## src/mac_learning_forwarder_unit_macros.svh

```systemverilog
`ifndef MAC_LEARNING_FORWARDER_UNIT_MACROS_SVH
`define MAC_LEARNING_FORWARDER_UNIT_MACROS_SVH

// same-cycle implication
`define MLF_ASSERT_IMP(lbl, clk, rst, ante, cons, msg) \
   lbl: assert property (@(posedge clk) disable iff (rst) (ante) |-> (cons)) \
      else $error(msg);

// next-cycle implication
`define MLF_ASSERT_NEXT(lbl, clk, rst, ante, cons, msg) \
   lbl: assert property (@(posedge clk) disable iff (rst) (ante) |=> (cons)) \
      else $error(msg);

`endif

```

## src/mlf_pkg.sv

```systemverilog
package mlf_pkg;

   localparam int TABLE_DEPTH = 64;
   localparam int PORT_COUNT  = 8;

   localparam int IDX_W     = $clog2(TABLE_DEPTH);
   localparam int CNT_W     = $clog2(TABLE_DEPTH + 1);
   localparam int MAC_W     = 48;
   localparam int PORT_W    = 3;
   localparam int MASK_W    = 8;
   localparam int LEN_W     = 11;
   localparam int VERDICT_W = 2;

   localparam logic [LEN_W-1:0] HEADER_BYTES = LEN_W'(14);
   localparam logic [MAC_W-1:0] BCAST_MAC    = {MAC_W{1'b1}};

   localparam logic [MASK_W-1:0] PORT_LIMIT =
      (PORT_COUNT >= MASK_W) ? {MASK_W{1'b1}} : MASK_W'((64'd1 << PORT_COUNT) - 64'd1);

   localparam logic [VERDICT_W-1:0] VERDICT_UNICAST = 2'd0;
   localparam logic [VERDICT_W-1:0] VERDICT_FLOOD   = 2'd1;
   localparam logic [VERDICT_W-1:0] VERDICT_SHORT   = 2'd2;
   localparam logic [VERDICT_W-1:0] VERDICT_UNKNOWN = 2'd3;

   typedef struct packed {
      logic [MAC_W-1:0]  mac;
      logic [PORT_W-1:0] port;
   } mlf_entry_type;

   typedef struct packed {
      logic load;
      logic scan_clear;
      logic scan;
      logic finish;
   } mlf_cmd_type;

   typedef struct packed {
      logic is_short;
      logic scan_done;
   } mlf_stat_type;

   function automatic logic [MASK_W-1:0] port_onehot(input logic [PORT_W-1:0] p);
      logic [MASK_W-1:0] m;
      m = MASK_W'(1) << p;
      return m;
   endfunction

endpackage

```

## src/mlf_datapath.sv

```systemverilog
`include "mac_learning_forwarder_unit_macros.svh"

module mlf_datapath (
   input  logic                             clock,
   input  logic                             reset,
   input  mlf_pkg::mlf_cmd_type             cmd_i,
   output mlf_pkg::mlf_stat_type            stat_o,
   input  logic [mlf_pkg::PORT_W-1:0]       req_ingress_port,
   input  logic [mlf_pkg::MAC_W-1:0]        req_src_mac,
   input  logic [mlf_pkg::MAC_W-1:0]        req_dst_mac,
   input  logic [mlf_pkg::LEN_W-1:0]        req_frame_length,
   input  logic                             csr_valid,
   input  logic [mlf_pkg::MASK_W-1:0]       csr_port_present,
   output logic [mlf_pkg::MASK_W-1:0]       rsp_forward_mask,
   output logic [mlf_pkg::VERDICT_W-1:0]    rsp_verdict,
   output logic                             rsp_learned,
   output logic                             rsp_table_full
);
   import mlf_pkg::*;

   mlf_entry_type table_mem [TABLE_DEPTH];

   logic [PORT_W-1:0]    ingress_ff, ingress_in;
   logic [MAC_W-1:0]     src_ff, src_in;
   logic [MAC_W-1:0]     dst_ff, dst_in;
   logic [LEN_W-1:0]     flen_ff, flen_in;
   logic [CNT_W-1:0]     used_ff, used_in;
   logic [CNT_W-1:0]     rd_idx_ff, rd_idx_in;
   logic                 cmp_vld_ff, cmp_vld_in;
   mlf_entry_type        rd_data_ff;
   logic                 dst_hit_ff, dst_hit_in;
   logic [PORT_W-1:0]    dst_port_ff, dst_port_in;
   logic                 src_hit_ff, src_hit_in;
   logic [MASK_W-1:0]    present_ff, present_in;
   logic [MASK_W-1:0]    rsp_mask_ff, rsp_mask_in;
   logic [VERDICT_W-1:0] rsp_verdict_ff, rsp_verdict_in;
   logic                 rsp_learned_ff, rsp_learned_in;
   logic                 rsp_full_ff, rsp_full_in;

   logic                 rd_en;
   logic                 is_short;
   logic                 need_learn;
   logic                 learn_now;
   logic                 full_now;

   assign is_short   = flen_ff < HEADER_BYTES;
   assign need_learn = !is_short && (src_ff != BCAST_MAC) && !src_hit_ff;
   assign learn_now  = need_learn && (used_ff != CNT_W'(TABLE_DEPTH));
   assign full_now   = need_learn && (used_ff == CNT_W'(TABLE_DEPTH));

   always_comb begin
      ingress_in = ingress_ff;
      src_in     = src_ff;
      dst_in     = dst_ff;
      flen_in    = flen_ff;
      if (cmd_i.load) begin
         ingress_in = req_ingress_port;
         src_in     = req_src_mac;
         dst_in     = req_dst_mac;
         flen_in    = req_frame_length;
      end

      rd_idx_in  = rd_idx_ff;
      cmp_vld_in = 1'b0;
      rd_en      = 1'b0;
      if (cmd_i.scan_clear) begin
         rd_idx_in = '0;
      end else if (cmd_i.scan && (rd_idx_ff != used_ff)) begin
         rd_en      = 1'b1;
         rd_idx_in  = rd_idx_ff + 1'b1;
         cmp_vld_in = 1'b1;
      end

      dst_hit_in  = dst_hit_ff;
      dst_port_in = dst_port_ff;
      src_hit_in  = src_hit_ff;
      if (cmd_i.scan_clear) begin
         dst_hit_in = 1'b0;
         src_hit_in = 1'b0;
      end else if (cmp_vld_ff) begin
         if ((rd_data_ff.mac == dst_ff) && !dst_hit_ff) begin
            dst_hit_in  = 1'b1;
            dst_port_in = rd_data_ff.port;
         end
         if (rd_data_ff.mac == src_ff) begin
            src_hit_in = 1'b1;
         end
      end

      present_in = present_ff;
      if (csr_valid) begin
         present_in = csr_port_present;
      end

      used_in        = used_ff;
      rsp_mask_in    = rsp_mask_ff;
      rsp_verdict_in = rsp_verdict_ff;
      rsp_learned_in = rsp_learned_ff;
      rsp_full_in    = rsp_full_ff;
      if (cmd_i.finish) begin
         rsp_learned_in = learn_now;
         rsp_full_in    = full_now;
         if (learn_now) begin
            used_in = used_ff + 1'b1;
         end
         if (is_short) begin
            rsp_mask_in    = '0;
            rsp_verdict_in = VERDICT_SHORT;
         end else if (dst_ff == BCAST_MAC) begin
            rsp_mask_in    = present_ff & ~port_onehot(ingress_ff) & PORT_LIMIT;
            rsp_verdict_in = VERDICT_FLOOD;
         end else if (dst_hit_ff && (dst_port_ff != ingress_ff)) begin
            rsp_mask_in    = port_onehot(dst_port_ff);
            rsp_verdict_in = VERDICT_UNICAST;
         end else begin
            rsp_mask_in    = '0;
            rsp_verdict_in = VERDICT_UNKNOWN;
         end
      end
   end

   always_ff @(posedge clock) begin
      if (rd_en) begin
         rd_data_ff <= table_mem[rd_idx_ff[IDX_W-1:0]];
      end
      if (cmd_i.finish && learn_now) begin
         table_mem[used_ff[IDX_W-1:0]] <= '{mac: src_ff, port: ingress_ff};
      end
   end

   always_ff @(posedge clock) begin
      if (reset) begin
         used_ff    <= '0;
         rd_idx_ff  <= '0;
         cmp_vld_ff <= 1'b0;
         present_ff <= {MASK_W{1'b1}};
      end else begin
         used_ff    <= used_in;
         rd_idx_ff  <= rd_idx_in;
         cmp_vld_ff <= cmp_vld_in;
         present_ff <= present_in;
      end
      ingress_ff     <= ingress_in;
      src_ff         <= src_in;
      dst_ff         <= dst_in;
      flen_ff        <= flen_in;
      dst_hit_ff     <= dst_hit_in;
      dst_port_ff    <= dst_port_in;
      src_hit_ff     <= src_hit_in;
      rsp_mask_ff    <= rsp_mask_in;
      rsp_verdict_ff <= rsp_verdict_in;
      rsp_learned_ff <= rsp_learned_in;
      rsp_full_ff    <= rsp_full_in;
   end

   assign stat_o.is_short  = is_short;
   assign stat_o.scan_done = (rd_idx_ff == used_ff) && !cmp_vld_ff;

   assign rsp_forward_mask = rsp_mask_ff;
   assign rsp_verdict      = rsp_verdict_ff;
   assign rsp_learned      = rsp_learned_ff;
   assign rsp_table_full   = rsp_full_ff;

   `MLF_ASSERT_IMP(a_used_bound, clock, reset, 1'b1, used_ff <= CNT_W'(TABLE_DEPTH), "fill count past table depth")
   `MLF_ASSERT_IMP(a_idx_bound, clock, reset, 1'b1, rd_idx_ff <= used_ff, "scan index past fill count")
   `MLF_ASSERT_NEXT(a_learn_count, clock, reset, cmd_i.finish && learn_now, used_ff == $past(used_ff) + 1'b1, "learn did not bump fill count")
   `MLF_ASSERT_IMP(a_learn_full, clock, reset, cmd_i.finish, !(learn_now && full_now), "learned and table full together")

endmodule

```

## src/mlf_ctrl.sv

```systemverilog
module mlf_ctrl (
   input  logic                  clock,
   input  logic                  reset,
   input  logic                  req_valid,
   output logic                  req_ready,
   output logic                  rsp_valid,
   input  logic                  rsp_ready,
   input  mlf_pkg::mlf_stat_type stat_i,
   output mlf_pkg::mlf_cmd_type  cmd_o
);
   import mlf_pkg::*;

   localparam logic [1:0] ST_IDLE   = 2'd0;
   localparam logic [1:0] ST_CHECK  = 2'd1;
   localparam logic [1:0] ST_SCAN   = 2'd2;
   localparam logic [1:0] ST_FINISH = 2'd3;

   logic [1:0] state_ff, state_in;
   logic       rsp_valid_ff, rsp_valid_in;
   logic       out_free;

   assign out_free = !rsp_valid_ff || rsp_ready;

   always_comb begin
      state_in = state_ff;
      cmd_o    = '0;
      case (state_ff)
         ST_IDLE: begin
            if (req_valid) begin
               cmd_o.load = 1'b1;
               state_in   = ST_CHECK;
            end
         end
         ST_CHECK: begin
            cmd_o.scan_clear = 1'b1;
            state_in         = stat_i.is_short ? ST_FINISH : ST_SCAN;
         end
         ST_SCAN: begin
            cmd_o.scan = 1'b1;
            if (stat_i.scan_done) begin
               state_in = ST_FINISH;
            end
         end
         ST_FINISH: begin
            if (out_free) begin
               cmd_o.finish = 1'b1;
               state_in     = ST_IDLE;
            end
         end
         default: begin
            state_in = ST_IDLE;
         end
      endcase

      rsp_valid_in = rsp_valid_ff;
      if (cmd_o.finish) begin
         rsp_valid_in = 1'b1;
      end else if (rsp_ready) begin
         rsp_valid_in = 1'b0;
      end
   end

   always_ff @(posedge clock) begin
      if (reset) begin
         state_ff     <= ST_IDLE;
         rsp_valid_ff <= 1'b0;
      end else begin
         state_ff     <= state_in;
         rsp_valid_ff <= rsp_valid_in;
      end
   end

   assign req_ready = (state_ff == ST_IDLE);
   assign rsp_valid = rsp_valid_ff;

endmodule

```

## src/mac_learning_forwarder_unit.sv

```systemverilog
// Learning bridge lookup: one frame header in, one forwarding decision out. The MAC table
// lives in a single-port-read memory filled in arrival order, so no clearing pass is needed
// after reset. Each header is resolved by a table scan that reads one entry per cycle over
// the used entries (a short frame skips the scan), and the final step is held while the
// previous result still waits on rsp_ready. The next header may be taken while the
// previous result still waits on rsp_ready.
module mac_learning_forwarder_unit (
   input  logic                             clock,
   input  logic                             reset,
   input  logic                             req_valid,
   output logic                             req_ready,
   input  logic [mlf_pkg::PORT_W-1:0]       req_ingress_port,
   input  logic [mlf_pkg::MAC_W-1:0]        req_src_mac,
   input  logic [mlf_pkg::MAC_W-1:0]        req_dst_mac,
   input  logic [mlf_pkg::LEN_W-1:0]        req_frame_length,
   output logic                             rsp_valid,
   input  logic                             rsp_ready,
   output logic [mlf_pkg::MASK_W-1:0]       rsp_forward_mask,
   output logic [mlf_pkg::VERDICT_W-1:0]    rsp_verdict,
   output logic                             rsp_learned,
   output logic                             rsp_table_full,
   input  logic                             csr_valid,
   output logic                             csr_ready,
   input  logic [mlf_pkg::MASK_W-1:0]       csr_port_present
);
   import mlf_pkg::*;

   mlf_cmd_type  cmd;
   mlf_stat_type stat;

   assign csr_ready = 1'b1;

   mlf_ctrl u_ctrl (
      .clock     (clock),
      .reset     (reset),
      .req_valid (req_valid),
      .req_ready (req_ready),
      .rsp_valid (rsp_valid),
      .rsp_ready (rsp_ready),
      .stat_i    (stat),
      .cmd_o     (cmd)
   );

   mlf_datapath u_datapath (
      .clock            (clock),
      .reset            (reset),
      .cmd_i            (cmd),
      .stat_o           (stat),
      .req_ingress_port (req_ingress_port),
      .req_src_mac      (req_src_mac),
      .req_dst_mac      (req_dst_mac),
      .req_frame_length (req_frame_length),
      .csr_valid        (csr_valid),
      .csr_port_present (csr_port_present),
      .rsp_forward_mask (rsp_forward_mask),
      .rsp_verdict      (rsp_verdict),
      .rsp_learned      (rsp_learned),
      .rsp_table_full   (rsp_table_full)
   );

endmodule

```

## config.mk

```make
export PLATFORM = sky130hd
export DESIGN_NAME = mac_learning_forwarder_unit
export DESIGN_NICKNAME = d
export VERILOG_FILES = /design/src/mlf_pkg.sv /design/src/mlf_datapath.sv /design/src/mlf_ctrl.sv /design/src/mac_learning_forwarder_unit.sv
export VERILOG_INCLUDE_DIRS = /design/src /design/src/src
export SDC_FILE = /design/constraint.sdc
export NUM_CORES = 2
export LEC_CHECK = 0
export BUFFER_PORTS_ARGS = -buffer_cell sky130_fd_sc_hd__buf_2
export CAP_MARGIN = 10
export CORE_ASPECT_RATIO = 1.4
export CORE_MARGIN = 8
export CORE_UTILIZATION = 41
export CTS_BUF_LIST = sky130_fd_sc_hd__clkbuf_16
export DETAILED_ROUTE_END_ITERATION = 7
export HOLD_SLACK_MARGIN = 0.03
export MAX_ROUTING_LAYER = met4
export PLACE_DENSITY = 0.63
export SETUP_SLACK_MARGIN = 0.4
export SYNTH_ARGS = -nofsm -noshare
export SYNTH_HDL_FRONTEND = slang
export SYNTH_HIERARCHICAL = 1
export SYNTH_SLANG_ARGS = --single-unit
export TNS_END_PERCENT = 30
```

## constraint.sdc

```tcl
create_clock -name clock -period 4.2 [get_ports clock]
set_input_delay 0 -clock clock [delete_from_list [all_inputs] [get_ports clock]]
set_output_delay 0 -clock clock [all_outputs]
set_load 0.1 [all_outputs]
```

Yosys cells after proc, flatten, opt, wreduce, memory -nomap -nowiden
Memories as Yosys holds them, arrays and structs flattened. A register that Yosys moved wholly into a read port is not among the register bits. Cells that the tools add are included. W data, S select, Z words.

Flip-flop bits (word level): 153. Logic and storage cells: 85. RAM bits: 3264. Output and inout bits: 15. Memories: 1. Input port bits: 123.

Shift-type cells: 2. Reduce and logical (&&, ||, !) cells: 23. Add/subtract/negate cells: 2. Order comparisons: 1. Equality and inequality tests: 15. Bitwise logic cells: 3. Muxes and demuxes: 21.

Memory list: u_datapath.table_mem (depth 64, width 51, read ports 1, clocked after Yosys merged registers in 1, wr ports 1, line mlf_datapath.sv:21) `mlf_entry_type table_mem [TABLE_DEPTH];`.

Operators by type and width (number): $eq A48 B48 Y1 (2); $eq A48 B48 Y1 const B (1); $ne A48 B48 Y1 const B (1); $mux W8 (2); $shl A1 B3 Y8 const A (2); $add A7 B1 Y7 const B (2); $mux W1 (13); $lt A11 B4 Y1 const B (1); $mux W2 (5); $logic_and A1 B1 Y1 (9); $and A8 B8 Y8 (1); $not A8 Y8 (1); $pmux W2 S4 (1); $eq A7 B7 Y1 (1); $eq A7 B7 Y1 const B (1); $ne A7 B7 Y1 (1); $ne A7 B7 Y1 const B (1); $reduce_and A2 Y1 (3); $reduce_and A3 Y1 (2); $logic_not A1 Y1 (5); $eq A2 B2 Y1 const B (2); $ne A2 B2 Y1 const B (2); $ne A3 B3 Y1 (1); $eq A2 B1 Y1 const B (1); other kinds (6) (6).

Longest topological paths before layout
Word-level depth: 8. Mapped depth: 10.

Cells and area by module
Netlist, hierarchy kept.

By module, submodules not included: mlf_datapath (instances 1, area each 131657.5 sq um, cells an instance 5920, sequential area each 103769.5 sq um); mlf_ctrl (instances 1, area each 254.0 sq um, cells an instance 26, sequential area each 60.1 sq um); mac_learning_forwarder_unit (instances 1, area each 11.3 sq um, cells an instance 2, sequential area each 0.0 sq um).

Worst setup path after synthesis
OpenSTA, ideal clock, no wires.

Kind: reg2reg. From: reg u_datapath.src_ff[38]. To: mem u_datapath/table_mem[57][0] (netlist bit), enable pin. Arrival time: 4.007 ns. Setup slack: -0.267 ns. Period minus slack after synthesis: 4.467 ns. Cell stages (with the launch flop): 8. Path through: edfxtp_1 > nand4_1 > nor4_1 > nand3_1 > and4_1 > buf_4 > nand3_2 > nor2_1.

Longest elaborated chain between the ends: 7.

RTL lines: start: declaration (line mlf_datapath.sv:24) `logic [MAC_W-1:0] src_ff, src_in;`; start signal: assignment (line mlf_datapath.sv:144) `src_ff <= src_in;`; $ne A48 B48 Y1 (line mlf_datapath.sv:47) `assign need_learn = !is_short && (src_ff != BCAST_MAC) && !src_hit_ff;`; $logic_and A1 B1 Y1 (2 in a row) (line mlf_datapath.sv:47); $logic_and A1 B1 Y1 (line mlf_datapath.sv:48) `assign learn_now = need_learn && (used_ff != CNT_W'(TABLE_DEPTH));`; $logic_and A1 B1 Y1 (line mlf_datapath.sv:126) `if (cmd_i.finish && learn_now) begin`; $mux W1 (line mlf_datapath.sv:126); $mux W1 (not written as such) (line mlf_datapath.sv:127) `table_mem[used_ff[IDX_W-1:0]] <= '{mac: src_ff, port: ingress_ff};`; end: declaration (line mlf_datapath.sv:21).

Every way passes these cells.

Final worst setup path
From: reg u_datapath.src_ff[15]. To: mem u_datapath/table_mem[61][47] (netlist bit), enable pin.

The elaborated chain is that of the path after synthesis.

==> results.toml <==
[critical_path]
r2r-start = "u_datapath/src_ff[15]"
end_kind = "flip-flop"
path_cells = "nand4_1 > nor4_1 > buf_4 > nand3_1 > buf_4 > and4_1 > nand3_2 > buf_12 > nor2_4 > buf_4"
cp_slowest_cell = "edfxtp_1"
r2r_cells = 10
worstSetupPathType = "flip-flop to flip-flop"
r2r-end = "u_datapath/table_mem[61][47]"
cp_max_fo = 17
path_buf_inv = 4
worst_path_most_repeated_cell = "buf_4"
crit_path_start_kind = "flip-flop"
rrSetupSlack_ns = 0.64
crit_family = "simple AND/OR/NAND/NOR gates"
required_ns = 4.72
slowest_delay_ns = 0.54
arrival_ns = 4.08

[sta]
skew_ns = 0.0693
rsz0062_at_grt = "false"
worst_slew_pin_slew_ns = 1.03
finalSetupTns_ns = 0
fmax_mhz = 281
setup_viol = 0
min_period_ns = 3.56
maxSlewViolCount = 0
finalHoldViolations = 0
min_period_over_period = 0.847
slew_headroom = 0.313

[clock_network]
clk_path_buf_depth = 4
tritoncts = "done"
cts_buffers = 325
clock_sinks = 3467
cts_htree_levels = 5
cts_root_buf = "clkbuf_16"
clock_latency_ns = 0.91
worst_setup_hold_path_clk_slew_ns = 0.06

[power_and_ir_drop]
vdd.ir_drop.worst_v = 0.000361
powerDensity_nw_per_um2 = 479
p_leak_nw = 47.5
p_total_mw = 74.1

[logic_synthesis]
synth_cell_types = 66
synth_top_area_cell = "edfxtp_1"
synth_flop_cell = "edfxtp_1"
synth-seq-cells = 3467
ys_seq_area_frac = 0.787
synth_edf_count = 3439
synthTopCellsByArea = "edfxtp_1, mux4_2, mux2i_1"
synth-warning-count = 6
syn_inst = 5948
syn_avg_cell_area_um2 = 22.2
netlist_area_um2 = 132000
synth_fp_nets = 6078
async_flop_share = 0
synth_top_area_frac = 0.783

[min_path]
holdPathEnd = "u_datapath/src_ff[2]"
hold_path.class = "input pin to flip-flop"
hold_start = "req_src_mac[2]"
holdPathStages = 2

[layout]
layout.nets = 6894
final_layout_size_suffix_gt1_frac = 0.270
final_cell_mix = "edfxtp_1, mux4_2, clkbuf_16"
mostFrequentLayoutCell = "edfxtp_1"
area_growth_pct = 17.4

[floorplanning]
die_w_um = 495
dieArea_um2 = 340000
dieHeight_um = 687
rows = 246
core-area_um2 = 320000
ios = 138
initial_core_util = 0.412

[outcome]
violations = "design-rule violations"
status = "finished with violations"

[global_routing]
grt_pass1_wl_mm = 540
grt_pass1_vias = 67980
antenna_found_initial = 27
grt_start_max_net_pins = 98
grt_use_total = 0.232
overflow = 0

[detailed_routing]
wl_mm = 393
wl_per_cell_um = 34.8
drt_pass1_iterations = 8
antenna_left = 0
vias = 68036
drt_iter0_drc = 9053
viasPerCell = 6.03
drc = 1

[placed_design]
gp_congestion = 0.915
port_buffers = 135
dpl.hpwl_mm = 244

[run]
maxCapViolations = 0
-- Yosys cell counts (all sizes together), types with 42 or more instances --
| cell | instances |
|---|---|
| edfxtp | 3439 |
| mux4 | 747 |
| mux2i | 204 |
| buf | 199 |
| a22oi | 172 |
| o22ai | 132 |
| a21oi | 127 |
| clkbuf | 125 |
| nor2 | 125 |
| nand2 | 123 |
| xnor2 | 60 |
| a211oi | 50 |
| nand4 | 45 |
| xor2 | 42 |
-- per-layer routing --
layer | GRT usage | share of wire | up-vias
li1 | - | - | 26917
met1 | 0.282 | 0.36 | 36521
met2 | 0.382 | 0.50 | 3828
met3 | 0.0429 | 0.091 | 770
met4 | 0.100 | 0.051 | 0
met5 | - | 0 | -
-- per-stage QoR --
step           cell area (um2)  hold slack (ns)   util  setup WS (ns)  cells
6_report                155000           0.0515  0.483          0.641  11275
5_1_grt                 155000           0.0558  0.483          0.633  11274
4_1_cts                 155000           0.0424  0.483          0.428  11245
3_5_place_dp            142000            0.178  0.443          0.462  10411
3_3_place_gp            142000            0.180  0.443          0.434  10411
2_1_floorplan           132000           0.0679      -         -0.267   5948
-- flip-flops by register name, indices dropped and copies added, names as in the netlist, 2 cells and up --
name                         cells
u_datapath/used_ff               7
u_datapath/ingress_ff            3
u_datapath/present_ff            8
u_datapath/dst_ff               48
u_datapath/rsp_verdict           2
u_datapath/src_ff               48
u_datapath/table_mem          3264
u_datapath/dst_port_ff           3
u_datapath/rd_idx_ff             7
u_datapath/rd_data_ff           51
u_datapath/flen_ff              10
u_datapath/rsp_forward_mask      8
u_ctrl/state_ff                  2
-- layout make-up --
cell class	instances	area, um2
well taps	4216	5280
diodes	30	75.1
multi-input cells	2133	26900
repair buffers	813	8450
clock inverters	259	1950
inverters	24	91.3
fillers	25563	166000
clock buffers	333	8330
flip-flops and latches	3467	104000
-- report_power, final --
| part | switching [mW] | internal, mW |
|---|---|---|
| clock network | 12.9 | 15.9 |
| logic | 3.51 | 0.982 |
| registers | 0.557 | 40.3 |
| total | 17.0 | 57.2 |
-- how the worst max path moves through the flow --
stage,from,to,cells past startpoint
after floorplan,u_datapath/src_ff[38],u_datapath/table_mem[57][0],7
after global placement,u_datapath/rd_idx_ff[0],u_datapath/rd_data_ff[25],7
after detailed placement,u_datapath/rd_idx_ff[0],u_datapath/rd_data_ff[25],7
after CTS,u_datapath/rd_idx_ff[0],u_datapath/rd_data_ff[25],7
after global routing,u_datapath/src_ff[15],u_datapath/table_mem[48][35],10
final,u_datapath/src_ff[15],u_datapath/table_mem[61][47],10
-- logic make-up after synthesis --
kind of cell    share of synthesized area
mux                                 0.144
fa+ha+maj                        0.000664
buf+inv                            0.0135
simple gates                       0.0165
flops                               0.787
compound gates                     0.0320
other cells                     0.0000284
xor+xnor                          0.00677
-- what timing repair did --
action                                 CTS  global route
hold buffers                           242             0
setup buffers                            0             0
endpoints found under the hold margin  174             0
setup endpoints to repair                0             1
resized for setup                        0             1
(Power assumes the default switching activity.)
